## config.mk

```make
export PLATFORM = sky130hd
export DESIGN_NAME = circular_deque
export DESIGN_NICKNAME = d
export VERILOG_FILES = /design/src/rtl/cdq_pkg.sv /design/src/rtl/circular_deque.sv /design/src/rtl/cdq_ctrl.sv /design/src/rtl/cdq_dp.sv
export VERILOG_INCLUDE_DIRS = /design/src /design/src/rtl
export SDC_FILE = /design/constraint.sdc
export NUM_CORES = 2
export LEC_CHECK = 0
export ABC_AREA = 1
export BUFFER_PORTS_ARGS = -buffer_cell sky130_fd_sc_hd__buf_2
export CAP_MARGIN = 20
export CORE_AREA = 5 5 592 594
export DETAILED_ROUTE_END_ITERATION = 7
export DIE_AREA = 0 0 597 599
export PLACE_DENSITY = 0.73
export RECOVER_POWER = 100
export SKIP_CTS_REPAIR_TIMING = 1
export SYNTH_ARGS = -nofsm -noshare
export SYNTH_HDL_FRONTEND = slang
export SYNTH_SLANG_ARGS = --single-unit
```

## constraint.sdc

```tcl
create_clock -name clk_i -period 7.6 [get_ports clk_i]
set_input_delay 1.52 -clock clk_i [delete_from_list [all_inputs] [get_ports clk_i]]
set_output_delay 1.52 -clock clk_i [all_outputs]
set_load 0.02 [all_outputs]
```

## src/rtl/circular_deque_defines.svh

```systemverilog
// ----------------------------------------------------------------------------
// Circular deque assertion macros
// Shared property templates for the concurrent checks of the deque.
// ----------------------------------------------------------------------------
`ifndef CIRCULAR_DEQUE_DEFINES_SVH
`define CIRCULAR_DEQUE_DEFINES_SVH

// Same-cycle implication, disabled while reset is asserted.
`define CDQ_ASSERT_IMPL(lbl, clk, rst_n, ante, cons) \
  lbl: assert property (@(posedge clk) disable iff (!(rst_n)) (ante) |-> (cons)) \
    else $error("circular_deque: same-cycle check failed");

// Next-cycle implication, disabled while reset is asserted.
`define CDQ_ASSERT_NEXT(lbl, clk, rst_n, ante, cons) \
  lbl: assert property (@(posedge clk) disable iff (!(rst_n)) (ante) |=> cons) \
    else $error("circular_deque: next-cycle check failed");

`endif

```

## src/rtl/cdq_pkg.sv

```systemverilog
// ----------------------------------------------------------------------------
// Circular deque package
// Operation and status codes, beat types and controller commands.
// ----------------------------------------------------------------------------
`timescale 1ns / 1ps

package cdq_pkg;

  localparam int DEPTH_DEF      = 128;
  localparam int DATA_WIDTH_DEF = 32;

  localparam logic [2:0] FUNC_PUSH_FRONT = 3'd0;
  localparam logic [2:0] FUNC_PUSH_BACK  = 3'd1;
  localparam logic [2:0] FUNC_POP_FRONT  = 3'd2;
  localparam logic [2:0] FUNC_POP_BACK   = 3'd3;
  localparam logic [2:0] FUNC_PEEK_FRONT = 3'd4;
  localparam logic [2:0] FUNC_PEEK_BACK  = 3'd5;
  localparam logic [2:0] FUNC_SIZE       = 3'd6;
  localparam logic [2:0] FUNC_EMPTY      = 3'd7;

  localparam logic [1:0] ST_OK       = 2'd0;
  localparam logic [1:0] ST_OVERFLOW = 2'd1;
  localparam logic [1:0] ST_EMPTY    = 2'd2;

  typedef struct packed {
    logic [2:0]         func;
    logic signed [31:0] value;
  } in_beat_t;

  typedef struct packed {
    logic signed [31:0] data;
    logic [1:0]         status;
    logic [7:0]         count;
    logic               is_empty;
  } out_beat_t;

  typedef struct packed {
    logic exec;
    logic load;
  } cdq_cmd_t;

endpackage

```

## src/rtl/circular_deque.sv

```systemverilog
// ----------------------------------------------------------------------------
// Circular deque
// Double-ended queue of signed words held in a wrapping store.
// ----------------------------------------------------------------------------
// Each input beat is one operation and yields exactly one output beat. In
// the cycle an operation is accepted the pointers and occupancy are updated
// and the store is written or read, and in the next cycle the registered
// read data is formed into the result register. A new beat is accepted in
// the cycle after that, while the previous result is still offered,
// provided that result is taken in the same cycle or has already gone;
// because of the registered read port of the store, no beat is accepted
// while the previous one is still being formed into its result. There is no
// clearing pass after reset; only data of occupied entries is ever returned.
`timescale 1ns / 1ps

`include "circular_deque_defines.svh"

module circular_deque
  import cdq_pkg::*;
#(
  parameter int DEPTH      = DEPTH_DEF,
  parameter int DATA_WIDTH = DATA_WIDTH_DEF
) (
  input  logic      clk_i,
  input  logic      rst_ni,
  input  logic      in_valid_i,
  output logic      in_stall_o,
  input  in_beat_t  in_data_i,
  output logic      out_valid_o,
  input  logic      out_stall_i,
  output out_beat_t out_data_o
);

  cdq_cmd_t cmd;

  cdq_ctrl u_ctrl (
    .clk_i       (clk_i),
    .rst_ni      (rst_ni),
    .in_valid_i  (in_valid_i),
    .in_stall_o  (in_stall_o),
    .out_valid_o (out_valid_o),
    .out_stall_i (out_stall_i),
    .cmd_o       (cmd)
  );

  cdq_dp #(
    .DEPTH      (DEPTH),
    .DATA_WIDTH (DATA_WIDTH)
  ) u_dp (
    .clk_i      (clk_i),
    .rst_ni     (rst_ni),
    .cmd_i      (cmd),
    .in_data_i  (in_data_i),
    .out_data_o (out_data_o)
  );

  `CDQ_ASSERT_NEXT(a_accept_to_result, clk_i, rst_ni, cmd.exec, ##1 out_valid_o)
  `CDQ_ASSERT_IMPL(a_exec_load_apart, clk_i, rst_ni, cmd.load, !cmd.exec)
  `CDQ_ASSERT_IMPL(a_overflow_data, clk_i, rst_ni, out_valid_o && (out_data_o.status == ST_OVERFLOW), out_data_o.data == 32'sd0)
  `CDQ_ASSERT_IMPL(a_empty_result, clk_i, rst_ni, out_valid_o && (out_data_o.status == ST_EMPTY), out_data_o.is_empty && (out_data_o.data == -32'sd1))

endmodule

```

## src/rtl/cdq_ctrl.sv

```systemverilog
// ----------------------------------------------------------------------------
// Circular deque controller
// Sequences each operation and owns the handshakes of both channels.
// ----------------------------------------------------------------------------
`timescale 1ns / 1ps

module cdq_ctrl
  import cdq_pkg::*;
(
  input  logic     clk_i,
  input  logic     rst_ni,
  input  logic     in_valid_i,
  output logic     in_stall_o,
  output logic     out_valid_o,
  input  logic     out_stall_i,
  output cdq_cmd_t cmd_o
);

  localparam logic S_IDLE = 1'b0;
  localparam logic S_EXEC = 1'b1;

  logic state_q, state_d;
  logic out_valid_q, out_valid_d;
  logic accept;

  assign in_stall_o = (state_q == S_EXEC) || (out_valid_q && out_stall_i);
  assign accept     = in_valid_i && !in_stall_o;

  assign cmd_o.exec = accept;
  assign cmd_o.load = (state_q == S_EXEC);

  always_comb begin
    state_d = state_q;
    case (state_q)
      S_IDLE: begin
        if (accept) begin
          state_d = S_EXEC;
        end
      end
      S_EXEC: begin
        state_d = S_IDLE;
      end
      default: begin
        state_d = S_IDLE;
      end
    endcase
  end

  always_comb begin
    out_valid_d = out_valid_q;
    if (cmd_o.load) begin
      out_valid_d = 1'b1;
    end else if (out_valid_q && !out_stall_i) begin
      out_valid_d = 1'b0;
    end
  end

  always_ff @(posedge clk_i or negedge rst_ni) begin
    if (!rst_ni) begin
      state_q     <= S_IDLE;
      out_valid_q <= 1'b0;
    end else begin
      state_q     <= state_d;
      out_valid_q <= out_valid_d;
    end
  end

  assign out_valid_o = out_valid_q;

endmodule

```

## src/rtl/cdq_dp.sv

```systemverilog
// ----------------------------------------------------------------------------
// Circular deque datapath
// Word store, wrapping front and back pointers, occupancy and result register.
// ----------------------------------------------------------------------------
`timescale 1ns / 1ps

module cdq_dp
  import cdq_pkg::*;
#(
  parameter int DEPTH      = DEPTH_DEF,
  parameter int DATA_WIDTH = DATA_WIDTH_DEF
) (
  input  logic      clk_i,
  input  logic      rst_ni,
  input  cdq_cmd_t  cmd_i,
  input  in_beat_t  in_data_i,
  output out_beat_t out_data_o
);

  localparam int PW = (DEPTH > 1) ? $clog2(DEPTH) : 1;
  localparam int OW = $clog2(DEPTH + 1);
  localparam logic [PW-1:0] LAST = PW'(DEPTH - 1);
  localparam logic [OW-1:0] FULL = OW'(DEPTH);

  function automatic logic [PW-1:0] ptr_inc(input logic [PW-1:0] p);
    return (p == LAST) ? '0 : p + PW'(1);
  endfunction

  function automatic logic [PW-1:0] ptr_dec(input logic [PW-1:0] p);
    return (p == '0) ? LAST : p - PW'(1);
  endfunction

  logic [DATA_WIDTH-1:0] mem_q [DEPTH];
  logic [DATA_WIDTH-1:0] rd_q;

  logic [PW-1:0] head_q, head_d;
  logic [PW-1:0] tail_q, tail_d;
  logic [OW-1:0] occ_q, occ_d;
  logic [2:0]    func_q;
  logic [1:0]    status_q, status_d;
  out_beat_t     out_q;

  logic          front, is_full, is_empty, we;
  logic [PW-1:0] waddr, raddr;
  logic signed [DATA_WIDTH-1:0] rd_s;

  assign front    = in_data_i.func inside {FUNC_PUSH_FRONT, FUNC_POP_FRONT, FUNC_PEEK_FRONT};
  assign is_full  = (occ_q == FULL);
  assign is_empty = (occ_q == '0);
  assign raddr    = front ? head_q : tail_q;

  always_comb begin
    head_d   = head_q;
    tail_d   = tail_q;
    occ_d    = occ_q;
    status_d = ST_OK;
    we       = 1'b0;
    waddr    = head_q;
    case (in_data_i.func)
      FUNC_PUSH_FRONT, FUNC_PUSH_BACK: begin
        if (is_full) begin
          status_d = ST_OVERFLOW;
        end else begin
          if (is_empty) begin
            head_d = '0;
            tail_d = '0;
          end else if (front) begin
            head_d = ptr_dec(head_q);
          end else begin
            tail_d = ptr_inc(tail_q);
          end
          waddr = front ? head_d : tail_d;
          we    = 1'b1;
          occ_d = occ_q + OW'(1);
        end
      end
      FUNC_POP_FRONT, FUNC_POP_BACK: begin
        if (is_empty) begin
          status_d = ST_EMPTY;
        end else begin
          occ_d = occ_q - OW'(1);
          if (occ_q == OW'(1)) begin
            head_d = '0;
            tail_d = '0;
          end else if (front) begin
            head_d = ptr_inc(head_q);
          end else begin
            tail_d = ptr_dec(tail_q);
          end
        end
      end
      FUNC_PEEK_FRONT, FUNC_PEEK_BACK: begin
        if (is_empty) begin
          status_d = ST_EMPTY;
        end
      end
      default: begin
      end
    endcase
  end

  always_ff @(posedge clk_i) begin
    if (cmd_i.exec) begin
      if (we) begin
        mem_q[waddr] <= DATA_WIDTH'($unsigned(in_data_i.value));
      end
      rd_q     <= mem_q[raddr];
      func_q   <= in_data_i.func;
      status_q <= status_d;
    end
  end

  always_ff @(posedge clk_i or negedge rst_ni) begin
    if (!rst_ni) begin
      head_q <= '0;
      tail_q <= '0;
      occ_q  <= '0;
    end else if (cmd_i.exec) begin
      head_q <= head_d;
      tail_q <= tail_d;
      occ_q  <= occ_d;
    end
  end

  assign rd_s = $signed(rd_q);

  always_ff @(posedge clk_i) begin
    if (cmd_i.load) begin
      out_q.status   <= status_q;
      out_q.count    <= 8'(occ_q);
      out_q.is_empty <= (occ_q == '0);
      if (status_q == ST_EMPTY) begin
        out_q.data <= '1;
      end else if (func_q inside {[FUNC_POP_FRONT:FUNC_PEEK_BACK]}) begin
        out_q.data <= 32'(rd_s);
      end else if (func_q == FUNC_SIZE) begin
        out_q.data <= 32'(occ_q);
      end else begin
        out_q.data <= '0;
      end
    end
  end

  assign out_data_o = out_q;

endmodule

```

==> results_dict.tcl <==
set metrics [dict create \
    die_h_um 599 \
    timing.critical_path.from_type "primary input" \
    first_global_vias 112100 \
    yosys.area.top_type "sky130_fd_sc_hd__edfxtp_1" \
    vias 119600 \
    syn_inst 14010 \
    drt_first_iter_violations 20210 \
    clock_buffer_depth 4 \
    clock.fmax_mhz 156.9 \
    final.period_utilization_pct 83.86 \
    grt_pass1_wl_um 751800 \
    worstSkewPairLatency_ns 1.00 \
    seq_power_share_pct 40.3 \
    switching_share_pct 35.42 \
    p_leak_nw 64.07 \
    slew-limit-headroom_pct -205.6 \
    clkSinkCount 4200 \
    synth_nets 14060 \
    die_w_um 597 \
    ios 84 \
    synth.top_cells.by_count "5,733 x sky130_fd_sc_hd__nand3_1, 4,176 x sky130_fd_sc_hd__edfxtp_1, 2,621 x sky130_fd_sc_hd__nand2_1" \
    timing_worst_setup_path_type "primary input to flop" \
    area_growth_pct 10.90 \
    rsz_0062_raised_after_global_routing "false" \
    netlist_cell_types 38 \
    hpwl_um 288100 \
    drive_gt1_share_pct 7.328 \
    total_of_buffers_placed_on_input_and_output_ports 83 \
    finalSetupViolations 0 \
    synth.avg_cell_area_um2 12.22 \
    ys_async_sr_fraction_pct 0.5714 \
    holdWs_ns 0.4568 \
    synth-edff-count 4176 \
    outcome "finished with violations" \
    clk_pin_slew_worst_paths_ns 0.06 \
    post-route-cell-area_um2 190000 \
    numCtsBuffers 416 \
    grt_max_degree 195 \
    setup_tns_ns 0 \
    finalWeightedCongestion 0.9222 \
    cts.root.buffer_cell "sky130_fd_sc_hd__clkbuf_16" \
    cp-end-kind "flop" \
    initial_core_util_pct 49.71 \
    shortest_period_the_worst_path_allows_ns 6.373 \
    crit_path_max_fanout 30 \
    worstHoldPathType "flop to flop" \
    clk_pwr_share_pct 31.0 \
    failed_checks "DRC, capacitance limit, slew limit" \
    crit_required_ns 8.24 \
    nets 13840 \
    pre_cts_ws_ns 1.384 \
    finish.cell_count_without_fillers 18710 \
    power_density_nw_per_um2 338.7 \
    vias_per_cell 6.395 \
    pwr-share-comb_pct 28.7 \
    wl_um 518700 \
    synth_most_common_cell "sky130_fd_sc_hd__nand3_1" \
    synth.top_cells.by_area "sky130_fd_sc_hd__edfxtp_1 73%, sky130_fd_sc_hd__nand3_1 17%, sky130_fd_sc_hd__nand2_1 5.7%" \
    core_area_um2 344600 \
    timing.final.max_slew_violations 4002 \
    p_sw_mw 22.79 \
    drc 21 \
    vdd.ir_drop.worst_uv 324.0 \
    tritoncts "built" \
    firstDrtPassIters 8 \
    antenna_violations_before_repair 24 \
    yosys_warnings 0 \
    synth.top_cell.area_share_pct 73.21 \
    dp_cells 17940 \
    mappedNetlistArea_um2 171300 \
    synth-seq-area-share_pct 73.56 \
    die_area_um2 357600 \
    ctsHtreeMaxLevel 5 \
    finalHoldViolations 0 \
    global_route.usage.total_pct 28.06 \
    synth_ff_type "sky130_fd_sc_hd__edfxtp_1" \
    max-cap-violations 76 \
    finalClockSkew_ns 0.06495 \
    worst_ep_arrival_time_ns 7.01 \
    worstMarginPinSlew_ns 4.585 \
    grt_remaining_overflow 0 \
    routed_antenna_nets 0 \
    worst_setup_slack_final_ns 1.227 \
    placementRows 216 \
    drt-wirelength-per-cell_um 27.73 \
    placedInstanceArea_um2 177600 \
    power_report.internal_total_mw 41.55 \
    synth_seq_cells 4200 \
]
==> path summary, 6_finish.rpt <==
path / endpoint / cells after the start / slack, ns / startpoint
min: u_dp.out_data_o[9]$_DFFE_PP_ / 0 / 0.46 / u_dp.status_q[0]$_DFFE_PP_
max in group asynchronous: u_ctrl.state_q$_DFF_PN0_ / 1 / 5.82 / rst_ni
min reg2reg: u_dp.out_data_o[9]$_DFFE_PP_ / 0 / 0.46 / u_dp.status_q[0]$_DFFE_PP_
min in group asynchronous: u_ctrl.out_valid_o$_DFFE_PN0P_ / 1 / 0.85 / rst_ni
max: u_dp.mem_q[105][24]$_DFFE_PP_ / 15 / 1.23 / in_data_i[33]
max reg2reg: u_dp.mem_q[57][1]$_DFFE_PP_ / 14 / 1.79 / u_dp.occ_q[0]$_DFFE_PN0P_
==> cells by family (layout without fill, tap and decap cells) <==
kind of cell	Yosys count	in the layout	synth area share, %
AND/OR/NAND/NOR	8567	8567	23.07
XOR/XNOR	17	17	0.08693
other	0	7	0
buffers and inverters	1163	1273	3.015
adder cells (fa/ha/maj)	8	8	0.05844
flip-flops	4200	4200	73.56
AO/OA/AOI/OAI	59	59	0.2082
==> state kept, by name, summed over array words and instances (netlist names), 2 cells and up <==
signal and flops:
u_dp.func_q 3, u_dp.head_q 7, u_dp.mem_q 4096, u_dp.occ_q 8
u_dp.out_data_o 43, u_dp.rd_q 32, u_dp.status_q 2, u_dp.tail_q 7
==> critical path: stages <==
cell                       delay, ns
sky130_fd_sc_hd__clkbuf_1       0.21
sky130_fd_sc_hd__nand2_2        0.15
sky130_fd_sc_hd__nand2_1        1.07
sky130_fd_sc_hd__inv_2          0.28
sky130_fd_sc_hd__o21ai_0        0.32
sky130_fd_sc_hd__nand3_1        0.12
sky130_fd_sc_hd__nand2_1        0.13
sky130_fd_sc_hd__inv_1          0.05
sky130_fd_sc_hd__nand2_1        0.06
sky130_fd_sc_hd__nand2_1        0.35
sky130_fd_sc_hd__nor2_1         0.62
sky130_fd_sc_hd__nand2_1        0.35
sky130_fd_sc_hd__clkbuf_1       0.47
sky130_fd_sc_hd__nor2_4         0.91
sky130_fd_sc_hd__clkbuf_1       0.34
==> layout by cell type, fill, tap and decap left out, types with 4 or more instances in the layout <==
cell,n
sky130_fd_sc_hd__inv_16,4
sky130_fd_sc_hd__edfxtp_1,4176
sky130_fd_sc_hd__o21ai_0,27
sky130_fd_sc_hd__nand2_1,2626
sky130_fd_sc_hd__bufinv_16,30
sky130_fd_sc_hd__nand3_1,5735
sky130_fd_sc_hd__clkinv_1,110
sky130_fd_sc_hd__clkbuf_1,228
sky130_fd_sc_hd__nor2_2,8
sky130_fd_sc_hd__dfrtp_1,23
sky130_fd_sc_hd__o21ai_4,5
sky130_fd_sc_hd__inv_2,10
sky130_fd_sc_hd__buf_4,182
sky130_fd_sc_hd__clkbuf_16,421
sky130_fd_sc_hd__diode_2,7
sky130_fd_sc_hd__clkinv_8,8
sky130_fd_sc_hd__nor2_4,102
sky130_fd_sc_hd__nand2_2,4
sky130_fd_sc_hd__inv_1,40
sky130_fd_sc_hd__nor2_1,58
sky130_fd_sc_hd__buf_12,83
sky130_fd_sc_hd__clkinvlp_4,7
sky130_fd_sc_hd__xor2_1,14
sky130_fd_sc_hd__clkinv_16,5
sky130_fd_sc_hd__a21oi_1,9
sky130_fd_sc_hd__nand3_4,5
sky130_fd_sc_hd__nor3_1,10
sky130_fd_sc_hd__clkinv_2,75
sky130_fd_sc_hd__nand4_1,8
sky130_fd_sc_hd__ha_1,8
sky130_fd_sc_hd__a31oi_1,5
sky130_fd_sc_hd__clkbuf_2,47
sky130_fd_sc_hd__inv_6,12
==> layer usage <==
layer,global-route usage [%],up-vias,share of wire [%]
li1,-,51100,-
met1,38.27,58240,36
met2,41.90,8986,44
met3,6.996,1304,14
met4,14.89,8,6.1
met5,0,-,0.033
==> power by group through the flow <==
stage | Combinational (mW) | Clock [mW] | Sequential, mW
after global placement | 17.6 | 0 | 26.4
after detailed placement | 17.8 | 0 | 26.4
final | 18.5 | 19.9 | 25.9
after global routing | 19.4 | 21.0 | 25.9
after CTS | 17.9 | 20.0 | 25.9
after floorplan | 10.8 | 0 | 26.3
==> area by class of cell <==
cell class	instances	area, um2
inverter	57	241.5
antenna	7	17.52
tap	4578	5728
clock buffer	502	10840
sequential	4200	126000
timing repair buffer	464	3908
fill	27190	154600
multi-input combinational	8651	41010
clock inverter	250	2213
==> through the flow <==
| step | utilization, % | power (mW) |
|---|---|---|
| after CTS | 55.32 | 63.78 |
| after floorplan | - | 37.08 |
| after global placement | 51.51 | 43.92 |
| after global routing | 55.12 | 66.34 |
| final | 55.13 | 64.34 |
| after detailed placement | 51.53 | 44.18 |
(Power assumes the default switching activity.)
